## src/rtl/trt_pkg.sv

```systemverilog
package trt_pkg;

  localparam int TABLE_ENTRIES = 16;
  localparam int IDX_W = (TABLE_ENTRIES > 1) ? $clog2(TABLE_ENTRIES) : 1;

  localparam int CMD_W   = 2;
  localparam int QID_W   = 16;
  localparam int ADDR_W  = 48;
  localparam int TAG_W   = 16;
  localparam int ASG_W   = 5;
  localparam int STAT_W  = 2;
  localparam int TIME_W  = 32;
  localparam int EXP_W   = 16;

  localparam logic [EXP_W-1:0] EXPIRE_RESET = EXP_W'(10);

  localparam logic [CMD_W-1:0] CMD_TICK     = 2'd0;
  localparam logic [CMD_W-1:0] CMD_REGISTER = 2'd1;
  localparam logic [CMD_W-1:0] CMD_COMPLETE = 2'd2;

  localparam logic [STAT_W-1:0] ST_OK     = 2'd0;
  localparam logic [STAT_W-1:0] ST_FULL   = 2'd1;
  localparam logic [STAT_W-1:0] ST_BADTAG = 2'd2;

  typedef struct packed {
    logic capture;
    logic execute;
    logic load;
  } trt_cmd_t;

endpackage

```

## src/rtl/trt_ram.sv

```systemverilog
module trt_ram #(
  parameter int WIDTH = 8,
  parameter int DEPTH = 16
) (
  input  logic                           clk,
  input  logic                           we,
  input  logic [$clog2(DEPTH)-1:0]       waddr,
  input  logic [WIDTH-1:0]               wdata,
  input  logic                           re,
  input  logic [$clog2(DEPTH)-1:0]       raddr,
  output logic [WIDTH-1:0]               rdata
);

  logic [WIDTH-1:0] mem_r [DEPTH];
  logic [WIDTH-1:0] rdata_r;

  always_ff @(posedge clk) begin
    if (we) begin
      mem_r[waddr] <= wdata;
    end
    if (re) begin
      rdata_r <= mem_r[raddr];
    end
  end

  assign rdata = rdata_r;

endmodule

```

## src/rtl/trt_ctrl.sv

```systemverilog
module trt_ctrl
  import trt_pkg::*;
(
  input  logic     clk,
  input  logic     rst_n,
  input  logic     in_valid,
  output logic     in_stall,
  output logic     out_valid,
  input  logic     out_stall,
  output trt_cmd_t cmd
);

  localparam logic [1:0] S_IDLE = 2'd0;
  localparam logic [1:0] S_EXEC = 2'd1;
  localparam logic [1:0] S_LOAD = 2'd2;

  logic [1:0] state_r, state_nxt;
  logic       out_valid_r, out_valid_nxt;
  logic       out_free, accept, load;

  assign out_free = !out_valid_r || !out_stall;
  assign load     = (state_r == S_LOAD) && out_free;
  assign in_stall = !((state_r == S_IDLE) || load);
  assign accept   = in_valid && !in_stall;

  always_comb begin
    state_nxt = state_r;
    unique case (state_r)
      S_IDLE: begin
        if (accept) state_nxt = S_EXEC;
      end
      S_EXEC: begin
        state_nxt = S_LOAD;
      end
      S_LOAD: begin
        // overlap the next request with the result handoff
        if (out_free) state_nxt = accept ? S_EXEC : S_IDLE;
      end
      default: begin
        state_nxt = S_IDLE;
      end
    endcase
  end

  always_comb begin
    if (load) begin
      out_valid_nxt = 1'b1;
    end else if (out_stall) begin
      out_valid_nxt = out_valid_r;
    end else begin
      out_valid_nxt = 1'b0;
    end
  end

  always_ff @(posedge clk) begin
    if (!rst_n) begin
      state_r     <= S_IDLE;
      out_valid_r <= 1'b0;
    end else begin
      state_r     <= state_nxt;
      out_valid_r <= out_valid_nxt;
    end
  end

  assign out_valid   = out_valid_r;
  assign cmd.capture = accept;
  assign cmd.execute = (state_r == S_EXEC);
  assign cmd.load    = load;

endmodule

```

## src/rtl/trt_dpath.sv

```systemverilog
module trt_dpath
  import trt_pkg::*;
(
  input  logic               clk,
  input  logic               rst_n,
  input  trt_cmd_t           cmd,
  input  logic               cfg_we,
  input  logic [EXP_W-1:0]   cfg_expire_ticks,
  input  logic [CMD_W-1:0]   in_command,
  input  logic [QID_W-1:0]   in_client_query_id,
  input  logic [ADDR_W-1:0]  in_client_address,
  input  logic [TAG_W-1:0]   in_response_tag,
  output logic [ASG_W-1:0]   out_assigned_tag,
  output logic [QID_W-1:0]   out_restored_query_id,
  output logic [ADDR_W-1:0]  out_restored_address,
  output logic [STAT_W-1:0]  out_status
);

  localparam int ENT_W = QID_W + ADDR_W;

  // request registers
  logic [CMD_W-1:0]  cmd_r;
  logic [QID_W-1:0]  qid_r;
  logic [ADDR_W-1:0] addr_r;
  logic [TAG_W-1:0]  tag_r;

  // table state
  logic [EXP_W-1:0]  expire_r;
  logic [TIME_W-1:0] time_r;
  logic [TABLE_ENTRIES-1:0] done_r;
  logic [TABLE_ENTRIES-1:0] written_r;
  logic [TIME_W-1:0] expiry_r [TABLE_ENTRIES];

  // per-request results
  logic [ASG_W-1:0] res_tag_r;
  logic             res_full_r;
  logic             res_bad_r;
  logic             res_written_r;

  logic [ASG_W-1:0]  out_tag_r;
  logic [QID_W-1:0]  out_qid_r;
  logic [ADDR_W-1:0] out_addr_r;
  logic [STAT_W-1:0] out_stat_r;

  logic [TABLE_ENTRIES-1:0] free_vec;
  logic                     found;
  logic [IDX_W-1:0]         free_idx;
  logic [IDX_W:0]           tag_sum;
  logic [TIME_W:0]          exp_sum;
  logic [TIME_W-1:0]        new_expiry;
  logic                     tag_bad;
  logic [IDX_W-1:0]         rd_idx;
  logic                     do_reg, do_cmp;
  logic [ENT_W-1:0]         ram_rdata;

  always_comb begin
    for (int i = 0; i < TABLE_ENTRIES; i++) begin
      free_vec[i] = done_r[i] || ((expiry_r[i] != '0) && (time_r > expiry_r[i]));
    end
  end

  // find first free slot, lowest index wins
  always_comb begin
    found    = 1'b0;
    free_idx = '0;
    for (int i = TABLE_ENTRIES - 1; i >= 0; i--) begin
      if (free_vec[i]) begin
        found    = 1'b1;
        free_idx = IDX_W'(i);
      end
    end
  end

  assign tag_sum    = {1'b0, free_idx} + (IDX_W + 1)'(1);
  assign exp_sum    = {1'b0, time_r} + (TIME_W + 1)'(expire_r);
  assign new_expiry = exp_sum[TIME_W] ? '1 : exp_sum[TIME_W-1:0];

  assign tag_bad = (tag_r == '0) || (tag_r > TAG_W'(TABLE_ENTRIES));
  assign rd_idx  = IDX_W'(tag_r - TAG_W'(1));

  assign do_reg = cmd.execute && (cmd_r == CMD_REGISTER) && found;
  assign do_cmp = cmd.execute && (cmd_r == CMD_COMPLETE) && !tag_bad;

  trt_ram #(
    .WIDTH(ENT_W),
    .DEPTH(TABLE_ENTRIES)
  ) u_ram (
    .clk   (clk),
    .we    (do_reg),
    .waddr (free_idx),
    .wdata ({qid_r, addr_r}),
    .re    (do_cmp),
    .raddr (rd_idx),
    .rdata (ram_rdata)
  );

  always_ff @(posedge clk) begin
    if (cmd.capture) begin
      cmd_r  <= in_command;
      qid_r  <= in_client_query_id;
      addr_r <= in_client_address;
      tag_r  <= in_response_tag;
    end
    if (cmd.execute) begin
      res_tag_r     <= ASG_W'(tag_sum);
      res_full_r    <= !found;
      res_bad_r     <= tag_bad;
      res_written_r <= written_r[rd_idx];
    end
    if (do_reg) begin
      expiry_r[free_idx] <= new_expiry;
    end
  end

  always_ff @(posedge clk) begin
    if (!rst_n) begin
      expire_r  <= EXPIRE_RESET;
      time_r    <= '0;
      done_r    <= '1;
      written_r <= '0;
    end else begin
      if (cfg_we) begin
        expire_r <= cfg_expire_ticks;
      end
      if (cmd.execute && (cmd_r == CMD_TICK) && (time_r != '1)) begin
        time_r <= time_r + TIME_W'(1);
      end
      if (do_reg) begin
        done_r[free_idx]    <= 1'b0;
        written_r[free_idx] <= 1'b1;
      end
      if (do_cmp) begin
        done_r[rd_idx] <= 1'b1;
      end
    end
  end

  // expiry entries not yet written are masked by done_r
  // having been set at reset, so they need no clear
  always_ff @(posedge clk) begin
    if (cmd.load) begin
      out_tag_r  <= '0;
      out_qid_r  <= '0;
      out_addr_r <= '0;
      out_stat_r <= ST_OK;
      case (cmd_r)
        CMD_REGISTER: begin
          if (res_full_r) begin
            out_stat_r <= ST_FULL;
          end else begin
            out_tag_r <= res_tag_r;
          end
        end
        CMD_COMPLETE: begin
          if (res_bad_r) begin
            out_stat_r <= ST_BADTAG;
          end else if (res_written_r) begin
            out_qid_r  <= ram_rdata[ENT_W-1:ADDR_W];
            out_addr_r <= ram_rdata[ADDR_W-1:0];
          end
        end
        default: begin
        end
      endcase
    end
  end

  assign out_assigned_tag      = out_tag_r;
  assign out_restored_query_id = out_qid_r;
  assign out_restored_address  = out_addr_r;
  assign out_status            = out_stat_r;

endmodule

```

## src/rtl/transaction_id_remap_table.sv

```systemverilog
// From request accept to result valid the block steps through execute, then load.
// A new request is taken in the load step of the last one; the load of one result overlaps the
// capture of the next, the execute cycle holding the free-slot search and table update.
// A stalled result holds the block in its load step until taken.
// Reset (rst_n, synchronous, active low): all slots free, time 0, timeout 10.
module transaction_id_remap_table
  import trt_pkg::*;
(
  input  logic               clk,
  input  logic               rst_n,
  input  logic               in_valid,
  output logic               in_stall,
  input  logic [CMD_W-1:0]   in_command,
  input  logic [QID_W-1:0]   in_client_query_id,
  input  logic [ADDR_W-1:0]  in_client_address,
  input  logic [TAG_W-1:0]   in_response_tag,
  output logic               out_valid,
  input  logic               out_stall,
  output logic [ASG_W-1:0]   out_assigned_tag,
  output logic [QID_W-1:0]   out_restored_query_id,
  output logic [ADDR_W-1:0]  out_restored_address,
  output logic [STAT_W-1:0]  out_status,
  input  logic               cfg_valid,
  output logic               cfg_ready,
  input  logic [EXP_W-1:0]   cfg_expire_ticks
);

  trt_cmd_t cmd;

  assign cfg_ready = 1'b1;

  trt_ctrl u_ctrl (
    .clk       (clk),
    .rst_n     (rst_n),
    .in_valid  (in_valid),
    .in_stall  (in_stall),
    .out_valid (out_valid),
    .out_stall (out_stall),
    .cmd       (cmd)
  );

  trt_dpath u_dpath (
    .clk                   (clk),
    .rst_n                 (rst_n),
    .cmd                   (cmd),
    .cfg_we                (cfg_valid && cfg_ready),
    .cfg_expire_ticks      (cfg_expire_ticks),
    .in_command            (in_command),
    .in_client_query_id    (in_client_query_id),
    .in_client_address     (in_client_address),
    .in_response_tag       (in_response_tag),
    .out_assigned_tag      (out_assigned_tag),
    .out_restored_query_id (out_restored_query_id),
    .out_restored_address  (out_restored_address),
    .out_status            (out_status)
  );

endmodule

```

## config.mk

```make
export PLATFORM = sky130hd
export DESIGN_NAME = transaction_id_remap_table
export DESIGN_NICKNAME = d
export VERILOG_FILES = /design/src/rtl/trt_pkg.sv /design/src/rtl/trt_ram.sv /design/src/rtl/trt_ctrl.sv /design/src/rtl/trt_dpath.sv /design/src/rtl/transaction_id_remap_table.sv
export SDC_FILE = /design/constraint.sdc
export NUM_CORES = 2
export LEC_CHECK = 0
export ABC_AREA = 1
export BUFFER_PORTS_ARGS = -buffer_cell sky130_fd_sc_hd__buf_4
export CAP_MARGIN = 20
export CORE_AREA = 2 2 371 373
export CTS_BUF_LIST = sky130_fd_sc_hd__clkbuf_4 sky130_fd_sc_hd__clkbuf_8
export DETAILED_ROUTE_END_ITERATION = 10
export DIE_AREA = 0 0 373 375
export PLACE_DENSITY = 0.76
export SLEW_MARGIN = 20
export SYNTH_ARGS = -nofsm -noshare
export SYNTH_HDL_FRONTEND = slang
export SYNTH_SLANG_ARGS = --single-unit
```

## constraint.sdc

```tcl
create_clock -name clk -period 19.6 [get_ports clk]
set_input_delay 0 -clock clk [delete_from_list [all_inputs] [get_ports clk]]
set_output_delay 0 -clock clk [all_outputs]
set_load 0.01 [all_outputs]
```

# After elaboration in Yosys (flattened, before gate mapping)
# Memories as Yosys holds them, arrays and structs flattened. A register that Yosys moved wholly into a read port is not among the register bits.
# Index checks and enable logic that the tools add are counted.
[word_totals]
register_bits = 244
ramBits = 1536
inputBits = 103
elab_cells = 185
n_memories = 2
[classes]
add_sub_neg = 4
n_lt_le_gt_ge = 21
eq_ne = 8
muxes = 53
bitwise_logic = 7
n_reduce_logical = 72
[memory_table]
columns = ["name", "depth", "width", "rd", "rd_clocked_by_memory_dff", "wr", "line", "text"]
rows = [
  ["u_dpath.u_ram.mem_r", 16, 64, 1, 1, 1, "trt_ram.sv:14", "logic [WIDTH-1:0] mem_r [DEPTH];"],
  ["u_dpath.expiry_r", 16, 32, 16, 0, 1, "trt_dpath.sv:32", "logic [TIME_W-1:0] expiry_r [TABLE_ENTRIES];"],
]
[ops]
columns = ["operator", "n"]
rows = [
  ["$gt A32 B32 Y1", 16],
  ["$reduce_bool A32 Y1", 16],
  ["$mux W4", 16],
  ["$mux W16", 3],
  ["$add A32 B16 Y33", 1],
  ["$add A32 B1 Y32 const B", 1],
  ["$mux W32", 1],
  ["$ne A32 B32 Y1 const B", 1],
  ["$or A16 B16 Y16", 2],
  ["$logic_and A1 B1 Y1", 26],
  ["$mux W1", 25],
  ["$logic_or A1 B1 Y1", 19],
  ["$and A16 B16 Y16", 1],
  ["$gt A16 B5 Y1 const B", 1],
  ["$logic_not A16 Y1", 1],
  ["$not A16 Y16", 1],
  ["$lt A4 B5 Y1 const B", 2],
  ["$demux W1 S4", 2],
  ["$ge A4 B1 Y1 const B", 2],
  ["$mux W2", 3],
  ["$ne A2 B1 Y1 const B", 3],
  ["$pmux W2 S3", 1],
  ["$add A4 B1 Y5 const B", 1],
  ["$logic_not A1 Y1", 5],
  ["10 further kinds", 15],
]

# Longest topological paths before layout
# An unclocked memory read counts as a cell.
[depth]
word_depth = 30
depth_mapped = 35

# By module
# From an unflattened synthesis, not the netlist that was laid out.
[unflattened]
hier_cells = 8053
hier_area_um2 = 86265.2
[modules_own_cells]
columns = ["module", "instances", "cells_each", "area_each_um2"]
rows = [
  ["trt_ram", 1, 4210, 45926.5],
  ["trt_dpath", 1, 3818, 40167.3],
  ["trt_ctrl", 1, 23, 160.2],
  ["transaction_id_remap_table", 1, 2, 11.3],
]

# Worst setup path before layout
# OpenSTA, ideal clock, no wires.
[synth_timing]
kind = "reg2reg"
startpoint = "register u_dpath.time_r[17]"
endpoint = "memory u_dpath.expiry_r[5][0] (enable)"
setup_ns = 0.553
t_arrival_ns = 6.708
required_time_ns = 19.047
path_slack_ns = 12.339
path_stages_with_launch = 30
path_buffers = 0
path_cell_list = "dfxtp_1 -> ha_1 -> nand2_1 -> nand2_1 -> nand2_1 -> nand2_1 -> nand2_1 -> nand3_1 -> a21oi_1 -> nand2_1 -> a21oi_2 -> nand2_1 -> nand2_1 -> nand2_1 -> nand2_1 -> nand2_1 -> nand2_1 -> nand2_1 -> nand2_1 -> nand2_1 -> nand2_1 -> nand2_1 -> nand2_1 -> nand2_1 -> nand2_4 -> nand2_4 -> inv_2 -> ha_1 -> inv_1 -> nor2_1"
[synth_between]
elab_chain_cells = 22
word_cells_on_any_way = 83
cone_classes = "order compare: 16; mux: 34; reduce/logical: 33"
[synth_rtl]
columns = ["item", "line", "text"]
rows = [
  ["start, declared", "trt_dpath.sv:29", "logic [TIME_W-1:0] time_r;"],
  ["start signal, assigned", "trt_dpath.sv:126", "time_r <= time_r + TIME_W'(1);"],
  ["$gt A32 B32 Y1", "trt_dpath.sv:58", "free_vec[i] = done_r[i] || ((expiry_r[i] != '0) && (time_r > expiry_r[i]));"],
  ["$logic_and A1 B1 Y1", "trt_dpath.sv:58", ""],
  ["$logic_or A1 B1 Y1", "trt_dpath.sv:58", ""],
  ["$mux W1 (16 in series)", "trt_dpath.sv:67", "if (free_vec[i]) begin"],
  ["$logic_and A1 B1 Y1", "trt_dpath.sv:81", "assign do_reg = cmd.execute && (cmd_r == CMD_REGISTER) && found;"],
  ["$mux W1", "trt_dpath.sv:110", "if (do_reg) begin"],
  ["$mux W1 (implied by the code)", "trt_dpath.sv:111", "expiry_r[free_idx] <= new_expiry;"],
  ["end, declared", "trt_dpath.sv:32", ""],
]
# Several ways; a longest one is shown, not always the timed one.

# Worst setup path in the final report
[layout_timing]
startpoint = "register u_dpath.time_r[31]"
endpoint = "memory u_dpath.expiry_r[15][19] (enable)"
# The elaborated chain is that of the path after synthesis.

==> flow_metrics.py <==
metrics = {
    "setup_path": {
        "crit_family": "simple AND/OR/NAND/NOR gates",
        "r2r_cells": 16,
        "startpoint_type": "flop",
        "cp_max_fo": 57,
        "cp_slowest_stage_delay_ns": 0.97,
        "crit_path_top_delay_cell": "nor4b_1",
        "crit_arrival_ns": 6.72,
        "crit_required_ns": 20.19,
        "crit_chain": "buf_4, ha_1, nand4_1, nor3_1, nor4b_1, a31oi_1, nand2_1, nand2_1, nor2_2, nand2_2, nor2_4, nand4_1, inv_1, nand4_1, inv_6, buf_4",
        "endpoint_kind": "flop",
        "crit_top_cell": "nand4_1",
        "worstSetupPathType": "reg -> reg",
        "crit_buf_inv": 4,
        "worst-path-stages": 16,
    },
    "synthesis": {
        "synth_top_area_share_pct": 65.26,
        "synth_async_sr_flop_share_pct": 0,
        "seq_area_frac_synth_pct": 67.32,
        "synth-seq-cells": 1844,
        "synth-main-ff-cell": "edfxtp_1",
        "netlist_area_um2": 81030,
        "yosysWarnings": 0,
        "synth.most_common_cell": "edfxtp_1",
        "synth_cell_type_count": 65,
        "synth_area_leader_cell": "edfxtp_1",
        "synth_edf_count": 1761,
        "yosys-top-cells-count": "edfxtp_1 (1761), inv_1 (791), nor2_1 (754), o21ai_0 (632), ha_1 (538)",
        "syn_nets": 7233,
        "syn_inst": 6591,
        "synthTopCellsByArea": "edfxtp_1 (65%), ha_1 (8.3%), o21ai_0 (3.9%)",
        "avgSynthCellArea_um2": 12.29,
    },
    "drt": {
        "first_pass_iters": 6,
        "routed_wl_um": 225300,
        "drtIter0Drc": 7171,
        "drc_errors": 0,
        "antenna_left": 0,
        "via_count": 56260,
        "viasPerCell": 6.125,
        "drt-wirelength-per-cell_um": 24.53,
    },
    "final_layout": {
        "final_area_um2": 92870,
        "syn_to_final_growth_pct": 14.61,
        "fin_cells": 9186,
        "fin_nets": 7814,
        "drive_gt1_share_pct": 11.23,
        "post-route-util_pct": 68.13,
    },
    "status": {
        "run_status": "finished clean",
    },
    "timing": {
        "final.setup_skew_ns": 0.07708,
        "tns_ns": 0,
        "rsz0062_at_grt": "no",
        "period_minus_slack_ns": 6.133,
        "hold_viol_final": 0,
        "max_freq_mhz": 163.0,
        "fin_crit_sh_pct": 31.29,
        "slew_headroom_pct": 18.49,
        "drv_slew": 0,
        "setup_viol_count_final": 0,
        "setup_slack_ns": 13.47,
        "tightestPinTransition_ns": 1.219,
    },
    "clocking": {
        "holdBufCountCts": 235,
        "path_clk_slew_ns": 0.06,
        "cts_buffers": 312,
        "tritoncts": "done",
        "post-cts-setup-buffer-count": 0,
        "clk_path_buf_depth": 4,
        "clockRootBuffer": "clkbuf_8",
        "h-tree-depth": 5,
        "clk-insertion-delay-late_ns": 1.03,
        "cts-resized-gates": 0,
        "cts.sinks": 1844,
    },
    "placed_design": {
        "place.gp.congestion": 0.9576,
        "dp_hpwl_um": 130000,
        "port_buffers": 175,
        "place_ws_ns": 13.70,
        "placed_area_um2": 84570,
        "dp.cells": 8417,
    },
    "floorplan": {
        "initial_utilization_pct": 59.45,
        "dieHeight_um": 375,
        "die_w_um": 373,
        "design.die.area_um2": 139900,
        "core.rowCount": 136,
        "core_um2": 136300,
        "ioPinCount": 177,
    },
    "global_route": {
        "grt.total_usage_pct": 31.74,
        "antenna_found_initial": 8,
        "grt_max_degree": 220,
        "grt_busiest_layer": "met2",
        "use_met1_pct": 42.03,
        "grt_pass1_vias": 55540,
        "overflow": 0,
        "met2_usage_pct": 50.60,
        "grt_pass1_wl_um": 331400,
        "globalRouteMet3Util_pct": 5.196,
    },
    "job": {
        "cap_viol_max_count": 0,
    },
    "power_and_ir_drop": {
        "power_density_nw_per_um2": 87.59,
        "cellLeakagePower_nw": 36.46,
        "ir_drop_v": 0.00008143,
    },
    "min_path": {
        "hp-class": "in -> reg",
        "min_path_cells": 3,
    },
}
where the power goes:
part / internal, mW / total [mW] / switching [mW]
clock network: 1.83 / 3.33 / 1.50
logic: 0.141 / 0.419 / 0.278
registers: 4.34 / 4.38 / 0.0394
total: 6.31 / 8.13 / 1.82
layout by cell type, fill, tap and decap left out, types with 128 or more instances in the layout:
master	instances
edfxtp_1	1761
inv_1	775
nor2_1	746
o21ai_0	631
ha_1	537
nand2_1	521
clkbuf_8	326
a21oi_1	319
o22ai_1	256
buf_4	250
dlygate4sd3_1	235
a22oi_1	128
path summary, 6_finish.rpt:
check / start / end / slack, ns
setup reg to reg: u_dpath.time_r[31] / u_dpath.expiry_r[15][19] / 13.47
setup / recovery: u_dpath.time_r[31] / u_dpath.expiry_r[15][19] / 13.47
hold reg to reg: u_dpath.written_r[6] / u_dpath.written_r[6] / 0.46
hold / removal: rst_n / u_dpath.done_r[0] / 0.10
per-layer routing:
layer / vias to the layer above / part of all wire (%)
li1: 25100 / -
met1: 27190 / 38
met2: 3324 / 46
met3: 645 / 9.8
met4: 0 / 5.5
met5: - / 0
per-stage QoR:
| step | power (mW) | hold WS [ns] |
|---|---|---|
| floorplan | 4.673 | 0.09887 |
| global placement | 4.820 | 0.1783 |
| detailed placement | 4.831 | 0.1794 |
| CTS | 8.143 | 0.01507 |
| global route | 8.356 | 0.09834 |
| finish | 8.135 | 0.1007 |
logic make-up after synthesis:
family / after synthesis / synth area share (%)
flops: 1844 / 67.32
buf+inv: 1027 / 4.769
other cells: 1 / 0.004628
simple gates: 1714 / 9.262
compound gates: 1450 / 10.14
xor+xnor: 16 / 0.1730
fa+ha+maj: 539 / 8.333
layout make-up:
cell class	instances	area [µm²]
repair buffers	489	4302
clock buffers	415	5155
clock inverters	115	754.5
fillers	9273	43430
well taps	1794	2245
diodes	4	10.01
inverters	805	3107
flip-flops and latches	1844	54540
multi-input cells	3720	22750
state kept, by name (all words and copies together) (netlist names), 5 cells and up:
| signal | count |
|---|---|
| u_dpath.out_restored_query_id | 16 |
| u_dpath.out_assigned_tag | 5 |
| u_dpath.qid_r | 16 |
| u_dpath.addr_r | 48 |
| u_dpath.expiry_r | 512 |
| u_dpath.written_r | 16 |
| u_dpath.done_r | 16 |
| u_dpath.tag_r | 16 |
| u_dpath.expire_r | 16 |
| u_dpath.u_ram.rdata | 64 |
| u_dpath.out_restored_address | 48 |
| u_dpath.u_ram.mem_r | 1024 |
| u_dpath.time_r | 32 |
| u_dpath.res_tag_r | 5 |
worst reg2reg max path, cell delays in order (launching register included):
cell	delay, ns
dfxtp_1	0.75
buf_4	0.36
ha_1	0.22
nand4_1	0.12
nor3_1	0.31
nor4b_1	0.97
a31oi_1	0.17
nand2_1	0.22
nand2_1	0.13
nor2_2	0.13
nand2_2	0.09
nor2_4	0.14
nand4_1	0.11
inv_1	0.16
nand4_1	0.30
inv_6	0.51
buf_4	0.93
Power figures use the tool's default switching activity.
